<file path="config.mk">
export PLATFORM = sky130hd
export DESIGN_NAME = hlf_ctrl
export DESIGN_NICKNAME = d
export VERILOG_FILES = /design/src/rtl/hlf_pkg.sv /design/src/rtl/hlf_ctrl.sv
export SDC_FILE = /design/constraint.sdc
export NUM_CORES = 1
export LEC_CHECK = 0
export BUFFER_PORTS_ARGS = -buffer_cell sky130_fd_sc_hd__buf_2
export CORE_AREA = 10 10 47 49
export DETAILED_ROUTE_END_ITERATION = 16
export DIE_AREA = 0 0 57 59
export PLACE_DENSITY_LB_ADDON = 0.1
export SETUP_SLACK_MARGIN = 0.1
export SLEW_MARGIN = 20
export SYNTH_ARGS = -nofsm -noshare
export SYNTH_HDL_FRONTEND = slang
export SYNTH_SLANG_ARGS = --single-unit
export TNS_END_PERCENT = 20
</file>
<file path="constraint.sdc">
create_clock -name clk -period 1.6 [get_ports clk]
set_clock_uncertainty 0.05 [all_clocks]
set_input_delay 0.48 -clock clk [delete_from_list [all_inputs] [get_ports clk]]
set_output_delay 0.48 -clock clk [all_outputs]
set_load 0.02 [all_outputs]
</file>
<file path="src/rtl/hlf_pkg.sv">
package hlf_pkg;

	localparam int BLOCK_COUNT = 65536;
	localparam int ADDR_W      = $clog2(BLOCK_COUNT);
	localparam int LBA_W       = 16;
	localparam int CNT_W       = 2;
	localparam int WORD_W      = 32;
	localparam int CFG_IDX_W   = 2;

	localparam logic [CNT_W-1:0]  MAX_COUNT_RST  = CNT_W'(3);
	localparam logic [CNT_W-1:0]  HOT_THR_RST    = CNT_W'(3);
	localparam logic [WORD_W-1:0] AGE_LIMIT_RST  = WORD_W'(65536);
	localparam logic [WORD_W-1:0] COLD_START_RST = WORD_W'(65536);

	typedef enum logic [1:0] {
		ACT_UPDATE = 2'd0,
		ACT_CHECK  = 2'd1,
		ACT_REDUCE = 2'd2,
		ACT_CLEAR  = 2'd3
	} action_t;

	typedef enum logic [CFG_IDX_W-1:0] {
		REG_MAX_COUNT  = 2'd0,
		REG_HOT_THR    = 2'd1,
		REG_AGE_LIMIT  = 2'd2,
		REG_COLD_START = 2'd3
	} reg_idx_t;

	typedef enum logic [1:0] {
		ST_CLEAR,
		ST_IDLE,
		ST_RMW
	} state_t;

	typedef struct packed {
		logic ready;
		logic accept;
		logic commit;
		logic sweep_step;
	} hlf_cmd_t;

	typedef struct packed {
		logic req_valid;
		logic out_busy;
		logic is_clear;
		logic sweep_last;
	} hlf_sts_t;

endpackage

</file>
<file path="src/rtl/hlf_ctrl.sv">
module hlf_ctrl
	import hlf_pkg::*;
(
	input  logic     clk,
	input  logic     arst_n,
	input  hlf_sts_t sts,
	output hlf_cmd_t cmd
);

	state_t state_q;
	state_t state_d;

	always_ff @(posedge clk or negedge arst_n) begin
		if (!arst_n) begin
			state_q <= ST_CLEAR;
		end else begin
			state_q <= state_d;
		end
	end

	always_comb begin
		state_d = state_q;
		unique case (state_q)
			ST_CLEAR: begin
				if (sts.sweep_last) state_d = ST_IDLE;
			end
			ST_IDLE: begin
				if (sts.req_valid) state_d = ST_RMW;
			end
			ST_RMW: begin
				if (!sts.out_busy) state_d = sts.is_clear ? ST_CLEAR : ST_IDLE;
			end
			default: state_d = ST_CLEAR;
		endcase
	end

	always_comb begin
		cmd = '0;
		unique case (state_q)
			ST_CLEAR: cmd.sweep_step = 1'b1;
			ST_IDLE: begin
				cmd.ready  = 1'b1;
				cmd.accept = sts.req_valid;
			end
			ST_RMW: cmd.commit = !sts.out_busy;
			default: cmd = '0;
		endcase
	end

`ifndef SYNTHESIS
	a_commit_free: assert property (@(posedge clk) disable iff (!arst_n)
		cmd.commit |-> !sts.out_busy)
		else $error("commit while result register busy");
	a_accept_rmw: assert property (@(posedge clk) disable iff (!arst_n)
		cmd.accept |=> state_q == ST_RMW)
		else $error("accepted item not processed");
	a_clear_sweep: assert property (@(posedge clk) disable iff (!arst_n)
		(cmd.commit && sts.is_clear) |=> state_q == ST_CLEAR)
		else $error("clear did not start sweep");
	a_sweep_hold: assert property (@(posedge clk) disable iff (!arst_n)
		(state_q == ST_CLEAR && !sts.sweep_last) |=> state_q == ST_CLEAR)
		else $error("sweep left early");
`endif

endmodule

</file>
# Yosys cells after proc, flatten, opt, wreduce, memory -nomap -nowiden
# Index checks and enable logic that the tools add are counted.
[op_classes]
eq_ne = 5
n_reduce_logical = 3
muxes = 8
[ops]
columns = ["cell", "n"]
rows = [
  ["two-way mux 2 bit", 4],
  ["!= test 2 bit, second input constant", 3],
  ["one-hot mux 2 bit (3 select lines)", 1],
  ["two-way mux 1 bit", 3],
  ["AND reduction 3 bit", 1],
  ["equality test 2 x 1 -> 1 bit, second input constant", 1],
  ["equality test 2 bit, second input constant", 1],
  ["zero test 2 bit", 1],
  ["zero test 1 bit", 1],
]
[word_totals]
wordCells = 17
input_bits = 6
register_bits = 2
output_inout_bits = 4

# Depth between registers and ports, before layout
[depth]
ltp_word = 3
depth_mapped = 2
depth_no_buf = 2

# Least setup slack after synthesis
# No wires, ideal clock.
[synth_timing]
path_type = "input to output"
start = "input sts[2] (netlist bit)"
end = "output cmd[1] (netlist bit)"
arrival_time_ps = 998
required_ps = 1070
cell_stages = 1
path_slack_ps = 72
path_buffers = 0
cell_sequence = "nor3b_1"
[synth_via]
elab_chain_cells = 2
[synth_rtl]
columns = ["item", "line_no", "text"]
rows = [
  ["start: declaration", "hlf_ctrl.sv:6", "input hlf_sts_t sts,"],
  ["zero test 1 bit", "hlf_ctrl.sv:45", "ST_RMW: cmd.commit = !sts.out_busy;"],
  ["two-way mux 1 bit", "hlf_ctrl.sv:39", "unique case (state_q)"],
  ["end: declaration", "hlf_ctrl.sv:7", "output hlf_cmd_t cmd"],
]
# No other way between the ends.

==> out/qor.yml <==
drv_cap: 0
post_synth_num_cell_types: 11
power_density_mw_per_mm2: 1940
crit_family: "flip-flops"
worstPathBufferInverterCount: 1
critical_path.max_fanout: 7
grt_first_pass_wirelength_microns: 717
final_layout_size_suffix_gt1_share_pct: 73.1
maxSlewViolCount: 0
hold_end: "state_q[0]"
worst_skew_pair_later_pin_latency_ns: 0.22
drt-total-wl_microns: 435
maximum_number_of_pins_on_one_net_before_global_route_repair: 9
routed-via-count: 135
final_util_pct: 18.1
timing.max_slew.rel_slack_pct: 91.2
worst_reg2reg_startpoint: "state_q[1]"
ys_seq_area_share_pct: 40.8
number_of_global_route_vias_before_repair: 173
synth_area_sq_um: 123
cts.root.buffer_cell: "clkbuf_4"
antenna_violating_nets_post_route: 0
timing.final.hold_violations: 0
syn_avg_cell_area_sq_um: 10.2
grt_antenna_before_repair: 0
filler_cell_count: 169
clk_path_buf_depth: 2
largest_register_ff_count: 2
timing.critical_path.cells: "and3b_2 -> buf_6"
pre_cts_slack_ns: 0.134
worstPathArrival_ns: 1.03
ios: 10
layout_commonest_cell: "buf_2"
gpl.final_weighted_congestion: 0.576
routed_via_density: 3.21
hp-start: "sts[3]"
synth.ff_latch_count: 2
drt_first_pass_iters: 2
layout_overhead_on_the_synthesized_area_pct: 107
grt_setup_unrepaired: "yes"
die_width_microns: 57
min_path_type: "in2reg"
clkSlewWorstSetupHoldPaths_ns: 0.03
synth.net_count: 18
globalRouteTotalUtil_pct: 3.38
placement.io_buffers: 9
finalSetupTns_ns: 0
max_flop_register: "state_q"
timing.reg2reg.setup_slack_ns: 0.44
cts_tree: "done"
post-route-min-period_ns: 1.56
synth_largest_area_cell: "dfrtp_1"
fp.dieArea_sq_mm: 0.00336
dr.first_iter.drc_count: 1
initial_utilization_pct: 8.75
static-leakage-power_nw: 0.114
max_incr_delay_on_cp_ns: 0.43
gr-total-overflow: 0
timing.fmax_ghz: 0.642
critical_path_class: "reg2out"
whs_path_depth: 3
critical_path.startpoint_type: "register"
worst_slew_pin_slew_ns: 0.131
ys_top_cells_by_area: "dfrtp_1 41%, nor3b_2 10%, and2b_2 7.1%"
largestRegisters: "state_q: 2 flops"
final_cell_mix: "5 x buf_2, 3 x clkbuf_4, 3 x buf_4"
antenna_cells_inserted: 0
fp.coreArea_sq_mm: 0.00140
power.ir.vdd_worst_uv: 406
syn_inst: 12
outcome: "completed"
critical-path-slowest-cell: "dfrtp_2"
ys_warn_count: 0
htreeDepth: 1
setup_ws_ns: 0.0417
worst_setup_path_end_kind: "primary output"
worst-endpoint-required_ns: 1.07
rows: 14
die_h_microns: 59
timing.reg2reg.worst_path_depth: 3
setup_viol_count_final: 0
detail_route.drc_violations: 0
final_min_period_over_clock_period_pct: 97.4
cts_inserted_buffers: 3
wl_per_cell_microns: 10.4
cts_sinks: 2
nets: 34
post-synth-top-area-fraction_pct: 40.8
crit-reg2reg-capture: "state_q[0]"
==> through the flow <==
stage          total power [mW]  area, sq um  instances  hold slack, ns
2_1_floorplan             0.243          128         12           0.134
4_1_cts                   0.458          234         41           0.486
3_3_place_gp              0.318          193         37           0.215
5_1_grt                   0.538          254         42           0.508
6_report                  0.493          254         42           0.491
3_5_place_dp              0.318          193         37           0.217
==> cell usage after synthesis <==
library cell and number:
and2b_2 1, and3b_1 1, dfrtp_1 2, nand2_1 1
nor2_1 1, nor2b_1 1, nor3b_1 1, nor3b_2 1
o21ai_0 1, o21bai_1 1, o31a_1 1
==> report_power, final <==
part           internal [mW]  switching (mW)  total, mW
logic                  0.145           0.111      0.256
clock network         0.0829          0.0299      0.113
registers             0.0806          0.0436      0.124
==> final cells by class <==
class	instances	area, sq um	area share, %
tap	16	20.0	7.88
multi-input combinational	10	78.8	31.0
sequential	2	52.6	20.7
timing repair buffer	11	80.1	31.5
clock buffer	3	22.5	8.87
==> worst max-delay path by stage <==
stage / from / to / slack [ns] / cells after the start
6_report: state_q[1] / cmd[2] / 0.04 / 2
5_1_grt: state_q[0] / cmd[2] / 0.001 / 2
4_1_cts: state_q[1] / cmd[2] / 0.008 / 2
3_5_place_dp: sts[2] / cmd[1] / 0.13 / 3
3_3_place_gp: sts[2] / cmd[1] / 0.14 / 3
2_1_floorplan: sts[2] / cmd[1] / 0.27 / 1
==> logic make-up (layout without fill, tap and decap cells) <==
logic type / after synthesis / after routing / share of synthesized area, %
AO/OA/AOI/OAI: 3 / 3 / 17.3
buffers and inverters: 0 / 14 / 0
flip-flops: 2 / 2 / 40.8
AND/OR/NAND/NOR: 7 / 7 / 41.8
==> per-layer routing <==
| layer | share of wire, % | global-route usage [%] | vias to the layer above | routed length (microns) |
|---|---|---|---|---|
| met2 | 40 | 2.48 | 8 | 174 |
| met4 | 0 | 7.05 | 0 | 0 |
| met3 | 11 | 3.00 | 0 | 50 |
| met1 | 48 | 3.22 | 56 | 210 |
| li1 | - | - | 71 | - |
| met5 | 0 | 0 | - | 0 |
==> worst min-delay path, cell delays in order <==
cell     delay (ns)
buf_2          0.08
o21ai_0        0.06
o31a_1         0.10
==> timing repair <==
action                     4_1_cts  5_1_grt
hold endpoints to repair         2        0
gates resized for setup          4        5
setup endpoints to repair        4        4
pin swaps                        0        2
hold buffers                     1        0
buffers inserted                 0        1
No activity file was read; power rests on OpenSTA's default activity.
